[src/hdl/scm_pkg.sv]
// shared types and constants of the sector cache map
package scm_pkg;

  localparam int STAMP_W = 64;
  localparam int COUNT_W = 16;
  localparam int STAT_W  = 32;
  localparam int CAP_W   = 7;
  localparam int MODE_W  = 2;
  localparam int CMD_W   = 3;
  localparam int SLOT_W  = 6;
  localparam int USED_W  = 7;
  localparam int CFG_IDX_W  = 2;
  localparam int CFG_DATA_W = 7;

  localparam logic [CMD_W-1:0] CMD_LOOKUP     = 3'd0;
  localparam logic [CMD_W-1:0] CMD_INSERT     = 3'd1;
  localparam logic [CMD_W-1:0] CMD_MARK_DIRTY = 3'd2;
  localparam logic [CMD_W-1:0] CMD_MARK_CLEAN = 3'd3;
  localparam logic [CMD_W-1:0] CMD_INVALIDATE = 3'd4;
  localparam logic [CMD_W-1:0] CMD_CLEAR      = 3'd5;

  localparam logic [MODE_W-1:0] MODE_LRU  = 2'd0;
  localparam logic [MODE_W-1:0] MODE_LFU  = 2'd1;
  localparam logic [MODE_W-1:0] MODE_FIFO = 2'd2;

  localparam logic [CFG_IDX_W-1:0] REG_CAPACITY = 2'd0;
  localparam logic [CFG_IDX_W-1:0] REG_MODE     = 2'd1;

  localparam logic [COUNT_W-1:0] COUNT_MAX = '1;
  localparam logic [STAT_W-1:0]  STAT_MAX  = '1;

  typedef struct packed {
    logic [STAMP_W-1:0] rec;
    logic [STAMP_W-1:0] ins;
    logic [COUNT_W-1:0] cnt;
  } meta_t;

  localparam int META_W = $bits(meta_t);

  typedef enum logic [1:0] {
    ST_IDLE,
    ST_SCAN,
    ST_LAST,
    ST_DONE
  } state_t;

  function automatic logic [STAT_W-1:0] sat_inc(input logic [STAT_W-1:0] v);
    return (v == STAT_MAX) ? v : v + STAT_W'(1);
  endfunction

endpackage

[src/hdl/scm_cmp.sv]
// victim compare unit: is the candidate a better victim than the current best
module scm_cmp (
  input  logic [scm_pkg::MODE_W-1:0] mode,
  input  scm_pkg::meta_t             cand,
  input  scm_pkg::meta_t             best,
  output logic                       better
);

  always_comb begin
    case (mode)
      scm_pkg::MODE_LFU: begin
        better = (cand.cnt < best.cnt) || ((cand.cnt == best.cnt) && (cand.rec < best.rec));
      end
      scm_pkg::MODE_FIFO: begin
        better = cand.ins < best.ins;
      end
      default: begin
        better = cand.rec < best.rec;
      end
    endcase
  end

endmodule

[config.mk]
export PLATFORM = sky130hd
export DESIGN_NAME = scm_cmp
export DESIGN_NICKNAME = d
export VERILOG_FILES = /design/src/hdl/scm_pkg.sv /design/src/hdl/scm_cmp.sv
export SDC_FILE = /design/constraint.sdc
export NUM_CORES = 1
export LEC_CHECK = 0
export BUFFER_PORTS_ARGS = -buffer_cell sky130_fd_sc_hd__buf_2
export CORE_AREA = 2 2 114 116
export DETAILED_ROUTE_END_ITERATION = 16
export DIE_AREA = 0 0 116 118
export PLACE_DENSITY_LB_ADDON = 0.1
export SYNTH_ARGS = -nofsm -noshare
export SYNTH_HDL_FRONTEND = slang
export SYNTH_SLANG_ARGS = --single-unit
[constraint.sdc]
create_clock -name vclk -period 4.6
set_input_delay 0.92 -clock vclk [all_inputs]
set_output_delay 0.92 -clock vclk [all_outputs]
set_load 0.05 [all_outputs]
After elaboration in Yosys (flattened, before gate mapping):

Cells that the tools add are included.

* bits in registers: 0
* input bits: 290
* output and inout bits: 1
* logic and storage cells: 9

* magnitude comparators: 3
* eq/ne operators: 3
* mux-type cells: 1
* reductions and logical operators: 2

Operator list (count)
* 64-bit less-than comparator: 2
* 16-bit equality test: 1
* 16-bit less-than comparator: 1
* 2-bit by 1-bit equality test with 1-bit output, second input constant: 1
* 2-bit equality test, second input constant: 1
* 1-bit case mux with 2 select lines: 1
* 1-bit logical AND: 1
* 1-bit logical OR: 1

Depth between registers and ports, before layout:

* word-level depth: 4
* gate-level depth with buffers: 9
* gate-level depth less buffers: 9

Worst setup path before layout:

No wires, ideal clock.

* path type: in2out
* from: in best[49] in the netlist's numbering
* to: out better
* arrival: 2.809 ns
* data required time: 3.680 ns
* path slack: 0.871 ns
* cell stages on the path: 9
* buffers on the path: 0
* cells stage by stage: inv_1 > ha_1 > a21o_1 > nand3_1 > a21oi_1 > o21a_1 > o31ai_1 > o2111ai_1 > o211ai_1

* cells in the longest elaborated chain, start to end: 2

RTL lines
* from (decl): RTL line scm_cmp.sv:5 `input scm_pkg::meta_t best,`
* 64-bit less-than comparator: RTL line scm_cmp.sv:15 `better = cand.ins < best.ins;`
* 1-bit case mux with 2 select lines: RTL line scm_cmp.sv:10 `case (mode)`
* to (decl): RTL line scm_cmp.sv:6 `output logic better`

Every way passes these cells.

Final worst setup path:

* from: in cand[107] in the netlist's numbering
* to: out better

* cells in the longest elaborated chain, start to end: 4

RTL lines
* from (decl): RTL line scm_cmp.sv:4 `input scm_pkg::meta_t cand,`
* 64-bit less-than comparator (*): RTL line scm_cmp.sv:12, scm_cmp.sv:18
* 1-bit logical AND: RTL line scm_cmp.sv:12 `better = (cand.cnt < best.cnt) || ((cand.cnt == best.cnt) && (cand.rec < best.rec));`
* 1-bit logical OR: RTL line scm_cmp.sv:12
* 1-bit case mux with 2 select lines (*): RTL line scm_cmp.sv:10

Every way passes the cells marked *; elsewhere a longest branch is shown, timed or not.

==> results by group <==
Status
  – Status: completed

Detailed routing
  – Vias post-DR: 4,355
  – Initial DRT Pass Iterations: 4
  – DRT Wirelength: 11,700 µm
  – Via/cell ratio: 4.47
  – DRT antenna net count: 0
  – DRC Markers: 0
  – DRT iter0 DRCs: 101
  – DR WL/cell: 12.0 µm

Critical path
  – Crit path DAT: 2.83 ns
  – Critical path class: primary input to output port
  – Worst setup SP type: primary input
  – Largest fanout on the critical path: 2
  – CP required: 3.68 ns
  – Worst setup EP type: output port

Pwr
  – Int Power: 0.000214 W
  – Clock share of power: 0%
  – Switching share of power: 47.1%
  – Net Switching: 0.000191 W
  – Worst VDD drop: 0.0000268 V
  – Combinational share of power: 100.0%
  – Pleak: 3.44 nW
  – Flop pwr share: 0%
  – Power Total: 0.000405 W
  – Pwr Density: 76.2 mW/mm²

Timing
  – Post-Route Setup TNS: 0 ns
  – Fin. Hold Viols: 0
  – Worst-margin pin slew: 0.438 ns
  – Max Freq: 267 MHz
  – Final setup fails: 0
  – Worst rel slew slack: 70.6%
  – RSZ-0062 raised after global routing: false
  – Period utilisation layout: 81.4%
  – Final max-slew violation count: 0
  – Period minus WS final: 3.75 ns
  – Worst Slack Setup Final: 0.853 ns

Placement
  – Placed instance count: 974
  – Number of port buffers: 291
  – Dpl hpwl: 11,400 µm
  – Setup Slack @ Placement: 0.778 ns
  – Routability Congestion: 0.837

GRT
  – Met3 usage: 2.94%
  – Initial antenna violation count: 1
  – Busiest grt layer: met2
  – GRT Total Usage: 16.4%
  – Vias in the first global route: 4,547
  – Met2 usage: 33.5%
  – M1 GR Usage: 17.5%
  – Largest net degree at the start of global routing: 4
  – Grt total ovfl: 0
  – First-pass GRT wire length: 18,900 µm

Logic synthesis
  – Yosys top cell area share: 49.6%
  – Cell Area, Synth: 0.00363 mm²
  – Post-synthesis cell type count: 34
  – Top-count cell post-synth: inv_1
  – Synth warn: 0
  – Post-Synthesis Cells: 511
  – Top post-synthesis cells by area: ha_1, inv_1, a21oi_1
  – Sequential fraction of the synthesis area: 0%
  – Most frequent cells after synthesis: inv_1, ha_1, a21oi_1
  – Post-synth top area cell: ha_1
  – Syn Nets: 945
  – Syn Area/Cell: 7.11 µm²

Finish
  – Synth-to-layout area growth: 46.1%
  – Footprint of the multi-input gates: 0.00308 mm²
  – Reg area: 0 µm²
  – Non-filler instance count after layout: 975
  – Clock buffer count in the final layout: 0
  – Fraction of layout instances using a drive strength above 1: 37.0%
  – FF+latch count: 0
  – Final nets: 1,238
  – Fillers: 1,369
  – Core Util, Final: 42.7%

Floorplanning
  – Std-Cell Rows: 41
  – Io pins: 291
  – Die height: 118 µm
  – Starting Density: 29.3%
  – Core ar.: 0.0124 mm²
  – Die area: 0.0137 mm²
  – Die width: 116 µm

Clock network
  – Post-cts gate resize count: 0
  – Hold-fix buffers, CTS: 0
  – Setup bufs post-CTS: 0

Min path
  – Hold crit path type: primary input to output port

Flow run
  – Max_cap viols: 0
==> power by group through the flow <==
| stage | Combinational [W] | Sequential, W | Clock, W |
|---|---|---|---|
| 6_report | 0.000405 | 0 | 0.0000000000291 |
| 5_1_grt | 0.000474 | 0 | 0.0000000000291 |
| 4_1_cts | 0.000412 | 0 | 0 |
| 3_5_place_dp | 0.000409 | 0 | 0 |
| 3_3_place_gp | 0.000399 | 0 | 0 |
| 2_1_floorplan | 0.000226 | 0 | 0 |
==> cell type report <==
cell class / count / share of cell area (%)
antenna: 1 / 0.0472
multi-input combinational: 363 / 58.0
tap: 172 / 4.06
timing repair buffer: 291 / 27.4
inverter: 148 / 10.5
==> cells by family (layout without fill, tap and decap cells) <==
kind of cell             after synthesis  after routing  share of synthesized area (%)
AO/OA/AOI/OAI                        116            116                           20.3
adder cells (fa/ha/maj)              144            144                           49.6
buffers and inverters                148            439                           15.3
other                                  0              1                              0
AND/OR/NAND/NOR                      103            103                           14.8
==> placed cells by master (no fill, tap or decap) <==
cell,count
a2111oi_1,1
a2111oi_4,1
a211o_1,1
a211oi_1,10
a21boi_1,1
a21o_1,13
a21oi_1,43
a21oi_2,1
a221o_1,1
a221oi_1,1
a221oi_2,1
a31oi_1,1
and4_4,1
buf_2,291
diode_2,1
ha_1,144
inv_1,147
inv_2,1
nand2_1,20
nand2_8,1
nand2b_1,1
nand3_1,9
nand3b_1,2
nand4_1,25
nor2_1,23
nor2b_1,9
nor3_1,8
nor3b_1,1
nor4_1,2
o2111ai_1,3
o211ai_1,6
o21a_1,3
o21ai_0,20
o21ai_1,6
o31ai_1,3
or3_1,1
==> final timing paths <==
| check | slack, ns | end | startpoint | cells past startpoint |
|---|---|---|---|---|
| worst min-delay path | 2.49 | better | cand[15] | 6 |
| worst max-delay path | 0.85 | better | cand[107] | 10 |
==> per-stage QoR <==
step	hold WS (ns)	instance area [µm²]
final	2.49	5310
after CTS	2.52	5300
after detailed placement	2.51	5300
after global placement	2.52	5300
after floorplan	2.48	3630
after global routing	2.56	5310
==> critical path, stage by stage <==
cell and delay (ns):
buf_2 0.10, ha_1 0.31, a21oi_2 0.14, o21ai_1 0.09, a221oi_2 0.27, nor2_1 0.10, a2111oi_4 0.32, o2111ai_1 0.17
o211ai_1 0.11, buf_2 0.30
==> metal layers <==
| layer | share of wire, % | wire, µm | up-vias |
|---|---|---|---|
| met5 | 0 | 0 | - |
| met4 | 1.1 | 125 | 0 |
| met3 | 8.4 | 991 | 10 |
| met2 | 51 | 5970 | 170 |
| met1 | 40 | 4650 | 1827 |
| li1 | - | - | 2348 |
No activity file was read; power rests on OpenSTA's default activity.
