**src/hdl/scm_ram.sv**
```systemverilog
// generic single write, single read ram with registered read data
module scm_ram #(
  parameter int WIDTH = 8,
  parameter int DEPTH = 64
) (
  input  logic                     clk,
  input  logic                     we,
  input  logic [$clog2(DEPTH)-1:0] waddr,
  input  logic [WIDTH-1:0]         wdata,
  input  logic [$clog2(DEPTH)-1:0] raddr,
  output logic [WIDTH-1:0]         rdata
);

  logic [WIDTH-1:0] mem [DEPTH];

  always_ff @(posedge clk) begin
    if (we) begin
      mem[waddr] <= wdata;
    end
    rdata <= mem[raddr];
  end

endmodule

```
**config.mk**
```make
export PLATFORM = sky130hd
export DESIGN_NAME = scm_ram
export DESIGN_NICKNAME = d
export VERILOG_FILES = /design/src/hdl/scm_ram.sv
export SDC_FILE = /design/constraint.sdc
export NUM_CORES = 1
export LEC_CHECK = 0
export ABC_CLOCK_PERIOD_IN_PS = 1900
export BUFFER_PORTS_ARGS = -buffer_cell sky130_fd_sc_hd__buf_2
export CAP_MARGIN = 0
export CORE_ASPECT_RATIO = 1.1
export CORE_MARGIN = 2
export CORE_UTILIZATION = 60
export CTS_CLUSTER_SIZE = 40
export DETAILED_ROUTE_END_ITERATION = 10
export PLACE_DENSITY_LB_ADDON = 0.15
export SLEW_MARGIN = 0
export SYNTH_ARGS = -nofsm -noshare
export SYNTH_HDL_FRONTEND = slang
export SYNTH_SLANG_ARGS = --single-unit
```
**constraint.sdc**
```tcl
create_clock -name clk -period 1.9 [get_ports clk]
set_input_delay 0 -clock clk [delete_from_list [all_inputs] [get_ports clk]]
set_output_delay 0 -clock clk [all_outputs]
set_load 0.05 [all_outputs]
```
; Yosys cells after proc, flatten, opt, wreduce, memory -nomap -nowiden
; Memory sizes are Yosys's and may differ from the RTL's. A register that Yosys moved wholly into a read port is not among the register bits.
; Cells that the tools add are included.
[word_totals]
reg_bits = 0
in_bits = 22
out_inout_bits = 8
ramBits = 512
wordCells = 3
mem_count = 1
[mem_list]
columns = name, depth, width, rd, rd_ports_with_merged_regs, wr, line
row1 = mem, 64, 8, 1, 1, 1, 14  ; logic [WIDTH-1:0] mem [DEPTH];
[op_classes]
mux = 2
[ops]
columns = op, n
row1 = 2-to-1 mux 1 bit, 2

; Longest topological paths before layout
; Gate-level depths: netlist (run 1).
[logic_depth]
depth_word = 2
mapped_depth = 9

; Least setup slack after synthesis (run 1)
; OpenSTA, ideal clock, no wires.
[synth_path]
path_type = flip-flop to flip-flop
from = memory mem[29][4]
to = register rdata[4] (read register of mem)
setup_slack_ns = 0.208
stages_incl_launch_ff = 6
required_ns = 1.768
arrival_time_ns = 1.560
path_cell_list = edfxtp_1 > mux4_2 > mux2_2 > o221a_2 > nor3_1 > o32ai_1
[synth_rtl]
columns = item, line
row1 = start: declaration, 14
row2 = end: declaration, 11  ; output logic [WIDTH-1:0] rdata

==> impl_metrics.yaml, run 1 <==
drt:
  viasPerCell: 6.20
  drc: 0
  first_iter_violations: 873
  vias: 9896
  firstDrtPassIters: 5
  dr_wl_met3_um: 3060
  routed.top_layer: "met4"
  m1WireLength_um: 18300
  ant_nets: 0
  wl_um: 44000
  routedWlPerCell_um: 27.5
  wl_met2_um: 21500
setup_path:
  cp.depth: 6
  required_ns: 2.35
  startpoint: "mem[7][0]$_DFFE_PP_"
  endpoint_kind: "register"
  crit_type: "reg -> reg"
  crit_top_cell: "mux4_2"
  critical-path-max-stage-delay_ns: 0.52
  crit_arrival_ns: 2.41
  slowest_stage: "mux4_2"
  path_max_fanout: 1
  r2r_start: "mem[7][0]$_DFFE_PP_"
  cp-endpoint: "rdata[0]$_DFF_P_"
  ff2ff_path_depth: 6
  crit_chain: "mux4_2 > mux4_2 > nor2_1 > buf_4 > nor3_2 > o2bb2ai_1"
  r2r_end: "rdata[0]$_DFF_P_"
  start_kind: "register"
  r2r_slack_ns: -0.06
  critPathBufInv: 1
  path_delay_family: "multiplexers"
clock_tree:
  clockBufferDepth: 3
  htree_levels: 2
  cts_made_buffers: 48
  ctsHoldBuffers: 5
  ctsRootBufferMaster: "clkbuf_16"
  clkLatencyLatePin_ns: 0.56
  clk_pin_slew_worst_paths_ns: 0.06
  clkSinkCount: 520
  cts_tree: "yes"
grt:
  overflow: 0
  first_global_vias: 10200
  grt_max_degree: 65
  grt_use_total: 0.263
  grt_pass1_wl_um: 65700
  antenna_found_initial: 0
yosys:
  ys_warn_count: 0
  synth_area_mm2: 0.0202
  syn_inst: 940
  syn_area_per_cell_um2: 21.5
  yosysTopAreaCell: "edfxtp_1"
  synth_seq_cells: 520
  synth_nets: 962
  synth_top_area_share: 0.762
  synth_cell_types: 40
  synth_ff_type: "edfxtp_1"
  synth.area.top_cells: "edfxtp_1, mux4_2, nor2_1"
  synth_edf_count: 512
  ys_seq_area_frac: 0.770
  async_flop_share: 0
  synth_common_cells: "edfxtp_1, mux4_2, nor2_1"
  yosysMostFrequentCell: "edfxtp_1"
die:
  fp.dieW_um: 179
  io_pins: 30
  rows: 70
  initial_core_util: 0.608
  core_region_area_mm2: 0.0332
  die_area_mm2: 0.0351
  die_y_um: 196
job:
  maxCapViolCount: 0
sta:
  whs_ns: -0.0467
  timing.final.crit_share: 1.03
  worst_slew_pin_slew_ns: 0.859
  rsz0062_at_grt: "yes"
  slew_viol_final: 0
  clock_skew_ns: 0.00967
  slew_headroom: 0.428
  final.setup.worst_slack_ns: -0.0609
  min_period_ns: 1.96
  hold_viol_final: 4
  setup_violations: 1
  fmax_mhz: 510
cells_and_area:
  num_antenna_cells: 0
  syn_to_final_growth_pct: 16.3
  drive_gt1_frac: 0.336
  seq_area_mm2: 0.0155
  fillers: 2005
  post-route-util: 0.707
  multi_input_area_mm2: 0.00436
  fin_area_mm2: 0.0235
  fin_nets: 1151
pwr:
  p_leak_nw: 7.68
  p_total_w: 0.0233
  p_int_w: 0.0185
  p_clk_frac: 0.394
  pwr-share-seq: 0.547
  vdd.ir_drop.worst_mv: 0.738
  combPwrFrac: 0.060
  power_density_mw_per_mm2: 993
  p_sw_frac: 0.205
  p_sw_w: 0.00477
hold_path:
  hold_start: "raddr[5]"
  holdCritPathClass: "in -> reg"
placed_design:
  place_area_mm2: 0.0219
  hpwlAfterDp_um: 28600
  io_buffers: 29
  dpl_worst_slack_ns: -0.193
  gp_congestion: 0.815
status:
  outcome: "finished, violations left"
  violations: "negative hold slack, negative setup slack"
==> metrics by stage <==
step                std cells  setup TNS (ns)
global placement         1506          -0.753
global route             1596          -0.187
finish                   1596         -0.0609
CTS                      1596         -0.0453
floorplan                 940               0
detailed placement       1506          -0.673
==> worst reg2reg max path, cell delays in order (launching register included) <==
cell and delay [ns]:
edfxtp_1 0.37, mux4_2 0.52, mux4_2 0.51, nor2_1 0.12, buf_4 0.14, nor3_2 0.05
o2bb2ai_1 0.13
==> cell type report <==
type / instances / share of cell area
well taps: 432 / 0.0230
flip-flops and latches: 520 / 0.662
repair buffers: 190 / 0.0663
clock buffers: 66 / 0.0550
multi-input cells: 369 / 0.186
clock inverters: 19 / 0.00795
==> how the worst min path moves through the flow <==
stage / to / slack, ns / cells after the start
2_1_floorplan: mem[0][0]$_DFFE_PP_ / 0.1 / 0
3_3_place_gp: mem[2][6]$_DFFE_PP_ / 0.28 / 1
3_5_place_dp: mem[2][6]$_DFFE_PP_ / 0.31 / 1
4_1_cts: rdata[0]$_DFF_P_ / -0.09 / 3
5_1_grt: rdata[0]$_DFF_P_ / -0.04 / 3
6_report: rdata[0]$_DFF_P_ / -0.05 / 3
==> cell families after synthesis <==
family          share of synthesized area
compound gates                     0.0207
buf+inv                            0.0157
simple gates                       0.0339
mux                                 0.159
flops                               0.770
==> power groups by stage <==
stage	sequential (W)	clock (W)	combinational (W)
floorplan	0.0130	0	0.000677
global placement	0.0130	0	0.00135
detailed placement	0.0130	0	0.00137
CTS	0.0127	0.00933	0.00140
global route	0.0127	0.00974	0.00148
finish	0.0127	0.00917	0.00139
==> per-layer routing <==
metal / global-route usage / vias up
met3: 0.0421 / 78
met5: 0 / -
li1: - / 4293
met4: 0.0771 / 0
met2: 0.417 / 379
met1: 0.385 / 5146
==> cell usage in the layout, fill, tap and decap left out, drive strengths merged, types with 5 or more instances in the layout <==
master       count
dfxtp            8
clkinv          14
edfxtp         512
dlygate4sd3      5
mux2            13
nor3             7
nor2            83
buf            184
o22ai            8
o221ai           8
nor2b           14
mux2i           23
a221oi           6
nand2b           7
nand3           13
mux4           126
clkbuf          67
nand2           19
==> flip-flops by register name (all words and copies together), names as in the netlist <==
name / flops
rdata: 8
mem: 512
==> repair_timing <==
item | CTS | global route
gates resized for setup | 7 | 3
endpoints found under the hold margin | 123 | 4
pin swaps | 0 | 1
endpoints found under the setup margin | 6 | 6
buffers inserted | 0 | 0
(Power assumes the default switching activity.)
==> inputs of run 2 (changes only) <==
--- a/config.mk
+++ b/config.mk
@@ -9,7 +9,6 @@
 export BUFFER_PORTS_ARGS = -buffer_cell sky130_fd_sc_hd__buf_2
 export CAP_MARGIN = 0
 export CORE_ASPECT_RATIO = 1.1
-export CORE_MARGIN = 2
 export CORE_UTILIZATION = 60
 export CTS_CLUSTER_SIZE = 40
 export DETAILED_ROUTE_END_ITERATION = 10
==> run 2 against run 1 <==
  * The run ends with negative hold slack left
  * Critical path depth is 1 lower
  * Cell count is 0.25% lower
  * Fmax is 4.3% higher
  * Via count is 1.2% higher
  * Non-clock buffer count is 12 lower
  * Clock power is 2% higher
  * Register-to-register slack better by 0.08 ns
  * Global-route usage is 0.72 points higher
  * Largest cell class unchanged
==> impl_metrics.yaml, run 2 (same netlist as run 1, synthesis figures left out) <==
pwr:
  p_sw_w: 0.00482
  power_density_mw_per_mm2: 998
  p_leak_nw: 7.66
  combPwrFrac: 0.060
  pwr-share-seq: 0.542
  vdd.ir_drop.worst_mv: 0.803
  p_int_w: 0.0187
  p_sw_frac: 0.205
  p_clk_frac: 0.398
clock_tree:
  cts_made_buffers: 49
  htree_levels: 2
  clkSinkCount: 520
  clockBufferDepth: 3
  clkLatencyLatePin_ns: 0.56
  ctsRootBufferMaster: "clkbuf_16"
  post_cts_buffers: 0
  cts_tree: "yes"
  clk_pin_slew_worst_paths_ns: 0.06
die:
  io_pins: 30
  rows: 70
  die_y_um: 194
  core_region_area_mm2: 0.0332
  initial_core_util: 0.608
  die_area_mm2: 0.0343
  fp.dieW_um: 177
setup_path:
  path_max_fanout: 1
  required_ns: 2.34
  crit_type: "reg -> reg"
  endpoint_kind: "register"
  crit_arrival_ns: 2.32
  ff2ff_path_depth: 5
  start_kind: "register"
sta:
  clock_skew_ns: 0.0119
  slew_viol_final: 0
  hold_viol_final: 20
  slew_headroom: 0.229
  worst_slew_pin_slew_ns: 1.16
  min_period_ns: 1.88
  whs_ns: -0.00879
  rsz0062_at_grt: "yes"
  fmax_mhz: 532
  setup_violations: 0
  timing.final.crit_share: 0.990
drt:
  firstDrtPassIters: 5
  vias: 10000
  drc: 0
  ant_nets: 0
  routedWlPerCell_um: 27.8
  first_iter_violations: 1185
  wl_um: 44200
  viasPerCell: 6.29
grt:
  grt_pass1_wl_um: 65700
  grt_max_degree: 65
  antenna_found_initial: 4
  grt_use_total: 0.270
  first_global_vias: 10300
  overflow: 0
placed_design:
  dp_cells: 1491
  hpwlAfterDp_um: 28200
  io_buffers: 29
  gp_congestion: 0.891
  place_area_mm2: 0.0219
cells_and_area:
  layout_commonest_cell: "edfxtp_1"
  fillers: 1958
  fin_nets: 1140
  largest_reg_flops: 512
  syn_to_final_growth_pct: 16.7
  final_cells: 1592
  fin_area_mm2: 0.0235
  final_cell_mix: "edfxtp_1, mux4_2, buf_4, nor2_1, clkbuf_16"
  top_regs: "mem (512), rdata (8)"
  top_register: "mem"
  drive_gt1_frac: 0.328
status:
  violations: "negative hold slack"
  outcome: "finished, violations left"
job:
  maxCapViolCount: 0
hold_path:
  holdCritPathClass: "in -> reg"
  worstHoldPathCells: 1
==> run 2: critical path, stage by stage, from the launching register on <==
cell,delay [ns]
edfxtp_1,0.37
mux4_2,0.47
nor2b_1,0.16
a2111oi_2,0.50
buf_4,0.20
o41ai_1,0.06
==> run 2: cell type report <==
cell class	instances	area [um2]	area share
Antenna cell	2	5.00	0.000213
Clock buffer	75	1380	0.0585
Clock inverter	16	154	0.00654
Multi-Input combinational cell	369	4380	0.186
Sequential cell	520	15500	0.660
Tap cell	432	541	0.0230
Timing Repair Buffer	178	1550	0.0658
==> run 2: what timing repair did <==
| action | 4_1_cts | 5_1_grt |
|---|---|---|
| setup endpoints to repair | 6 | 5 |
| pin swaps | 0 | 2 |
| hold buffers | 8 | 0 |
| resized for setup | 9 | 5 |
| endpoints found under the hold margin | 217 | 0 |
==> run 2: power groups by stage <==
stage,sequential (W),combinational (W),clock (W)
after floorplan,0.0130,0.000677,0
after global placement,0.0130,0.00137,0
after detailed placement,0.0130,0.00138,0
after CTS,0.0127,0.00141,0.00946
after global routing,0.0127,0.00149,0.00985
final,0.0127,0.00141,0.00934
==> run 2: path summary, 6_finish.rpt <==
check	from	end	slack (ns)
min reg2reg	mem[30][4]$_DFFE_PP_	rdata[4]$_DFF_P_	0.81
min	wdata[2]	mem[16][2]$_DFFE_PP_	-0.009
max	mem[3][3]$_DFFE_PP_	rdata[3]$_DFF_P_	0.02
max reg2reg	mem[3][3]$_DFFE_PP_	rdata[3]$_DFF_P_	0.02
==> run 2: layer usage <==
layer	routed length [um]	vias to the layer above	track usage
li1	-	4295	-
met4	1390	4	0.0939
met1	17200	5133	0.381
met3	3870	98	0.0508
met2	21800	489	0.428
met5	26	-	0
==> run 2: stage by stage <==
stage	total power (W)	setup slack (ns)	setup TNS, ns	hold slack (ns)	utilization
6_report	0.0235	0.0197	0	-0.00879	0.709
5_1_grt	0.0241	-0.0298	-0.0298	0.0173	0.709
4_1_cts	0.0236	0.0133	0	0.00941	0.708
3_5_place_dp	0.0144	-0.418	-1.69	0.431	0.659
3_3_place_gp	0.0143	-0.437	-1.61	0.431	0.659
2_1_floorplan	0.0137	0.208	0	0.0989	-
==> inputs of run 3 (changes only) <==
--- a/config.mk
+++ b/config.mk
@@ -12,6 +12,7 @@
 export CORE_UTILIZATION = 60
 export CTS_CLUSTER_SIZE = 40
 export DETAILED_ROUTE_END_ITERATION = 10
+export MAX_ROUTING_LAYER = met4
 export PLACE_DENSITY_LB_ADDON = 0.15
 export SLEW_MARGIN = 0
 export SYNTH_ARGS = -nofsm -noshare
==> run 3 against run 2 <==
  * The run still ends with negative hold slack left
  * Total power hardly changed
  * Largest power group unchanged
  * Worst setup slack worse by 0.011 ns
  * Sequential share of layout area about the same
  * Count of clock-buffer cells in the layout unchanged
  * Critical path depth did not move
  * Core utilization barely moved
  * Largest cell class unchanged
  * Combinational power barely moved
  * Clock power about the same
  * Via count is essentially flat
  * Sequential power barely moved
==> impl_metrics.yaml, run 3 (same netlist as run 1, synthesis figures left out) <==
cells_and_area:
  final_cell_mix: "edfxtp_1, mux4_2, buf_4, nor2_1, clkbuf_16"
  fin_nets: 1140
  layout_commonest_cell: "edfxtp_1"
  top_regs: "mem (512), rdata (8)"
  fin_area_mm2: 0.0235
  fillers: 1955
  drive_gt1_frac: 0.328
  syn_to_final_growth_pct: 16.7
  top_register: "mem"
  post-route-util: 0.709
  largest_reg_flops: 512
  final_cells: 1594
sta:
  timing.final.crit_share: 0.995
  worst_slew_pin_slew_ns: 1.14
  clock_skew_ns: 0.00813
  min_period_ns: 1.89
  fmax_mhz: 529
  slew_headroom: 0.243
  hold_viol_final: 2
  slew_viol_final: 0
  rsz0062_at_grt: "yes"
  whs_ns: -0.00273
  setup_tns_ns: 0
  setup_violations: 0
status:
  violations: "negative hold slack"
  outcome: "finished, violations left"
clock_tree:
  clkSinkCount: 520
  ctsRootBufferMaster: "clkbuf_16"
  clockBufferDepth: 3
  cts_tree: "yes"
  clkLatencyLatePin_ns: 0.56
  htree_levels: 2
  post_cts_buffers: 0
  clk_pin_slew_worst_paths_ns: 0.06
  cts_made_buffers: 49
setup_path:
  crit_arrival_ns: 2.33
  required_ns: 2.34
  path_max_fanout: 1
  start_kind: "register"
  crit_type: "reg -> reg"
  endpoint_kind: "register"
die:
  die_area_mm2: 0.0343
  initial_core_util: 0.608
  io_pins: 30
  fp.dieW_um: 177
  core_region_area_mm2: 0.0332
  die_y_um: 194
  rows: 70
placed_design:
  hpwlAfterDp_um: 28200
  place_area_mm2: 0.0219
  dp_cells: 1491
  gp_congestion: 0.906
  io_buffers: 29
pwr:
  combPwrFrac: 0.060
  p_sw_frac: 0.205
  pwr-share-seq: 0.542
  p_clk_frac: 0.398
  vdd.ir_drop.worst_mv: 0.803
  power_density_mw_per_mm2: 997
  p_int_w: 0.0187
  p_sw_w: 0.00481
  p_leak_nw: 7.66
drt:
  firstDrtPassIters: 5
  viasPerCell: 6.29
  ant_nets: 0
  first_iter_violations: 1125
  wl_um: 44200
  vias: 10000
  drc: 0
  routedWlPerCell_um: 27.7
grt:
  overflow: 0
  grt_use_total: 0.278
  grt_max_degree: 65
  antenna_found_initial: 4
  grt_pass1_wl_um: 65600
  first_global_vias: 10200
job:
  maxCapViolCount: 0
hold_path:
  holdCritPathClass: "in -> reg"
## run 3: metrics by stage
| step | setup WS, ns | total power (W) |
|---|---|---|
| finish | 0.00876 | 0.0235 |
| global route | -0.0257 | 0.0241 |
| CTS | 0.0133 | 0.0236 |
| detailed placement | -0.418 | 0.0144 |
| global placement | -0.437 | 0.0143 |
| floorplan | 0.208 | 0.0137 |
## run 3: what timing repair did
item,CTS,global route
resized for setup,9,5
hold buffers,8,0
gates cloned,0,0
pin swaps,0,2
endpoints found under the hold margin,217,0
setup endpoints to repair,6,5
## run 3: final timing paths
check	cells after the start	to	from	slack, ns
worst max register to register	5	rdata[3]$_DFF_P_	mem[3][3]$_DFFE_PP_	0.009
worst max-delay path	5	rdata[3]$_DFF_P_	mem[3][3]$_DFFE_PP_	0.009
worst min register to register	3	rdata[4]$_DFF_P_	mem[30][4]$_DFFE_PP_	0.81
worst min-delay path	1	mem[16][2]$_DFFE_PP_	wdata[2]	-0.003
## run 3: layout make-up
class | count | area [um2] | area share
sequential | 520 | 15500 | 0.660
multi-input combinational | 369 | 4380 | 0.186
timing repair buffer | 178 | 1550 | 0.0657
clock buffer | 75 | 1380 | 0.0585
tap | 432 | 541 | 0.0230
clock inverter | 16 | 154 | 0.00654
antenna | 4 | 10.0 | 0.000425
## run 3: critical path: stages (launching register included)
cell	delay (ns)
edfxtp_1	0.37
mux4_2	0.47
nor2b_1	0.16
a2111oi_2	0.51
buf_4	0.20
o41ai_1	0.06
## run 3: power by group through the flow
| stage | registers (W) | clock network [W] | logic [W] |
|---|---|---|---|
| 5_1_grt | 0.0127 | 0.00986 | 0.00149 |
| 3_3_place_gp | 0.0130 | 0 | 0.00137 |
| 3_5_place_dp | 0.0130 | 0 | 0.00138 |
| 2_1_floorplan | 0.0130 | 0 | 0.000677 |
| 6_report | 0.0127 | 0.00933 | 0.00141 |
| 4_1_cts | 0.0127 | 0.00946 | 0.00141 |
## run 3: routing by layer
layer / up-vias / wire length, um / global-route usage
li1: 4295 / - / -
met1: 5164 / 17200 / 0.382
met2: 475 / 21700 / 0.427
met3: 90 / 3880 / 0.0508
met4: 0 / 1320 / 0.0939
met5: - / 0 / -
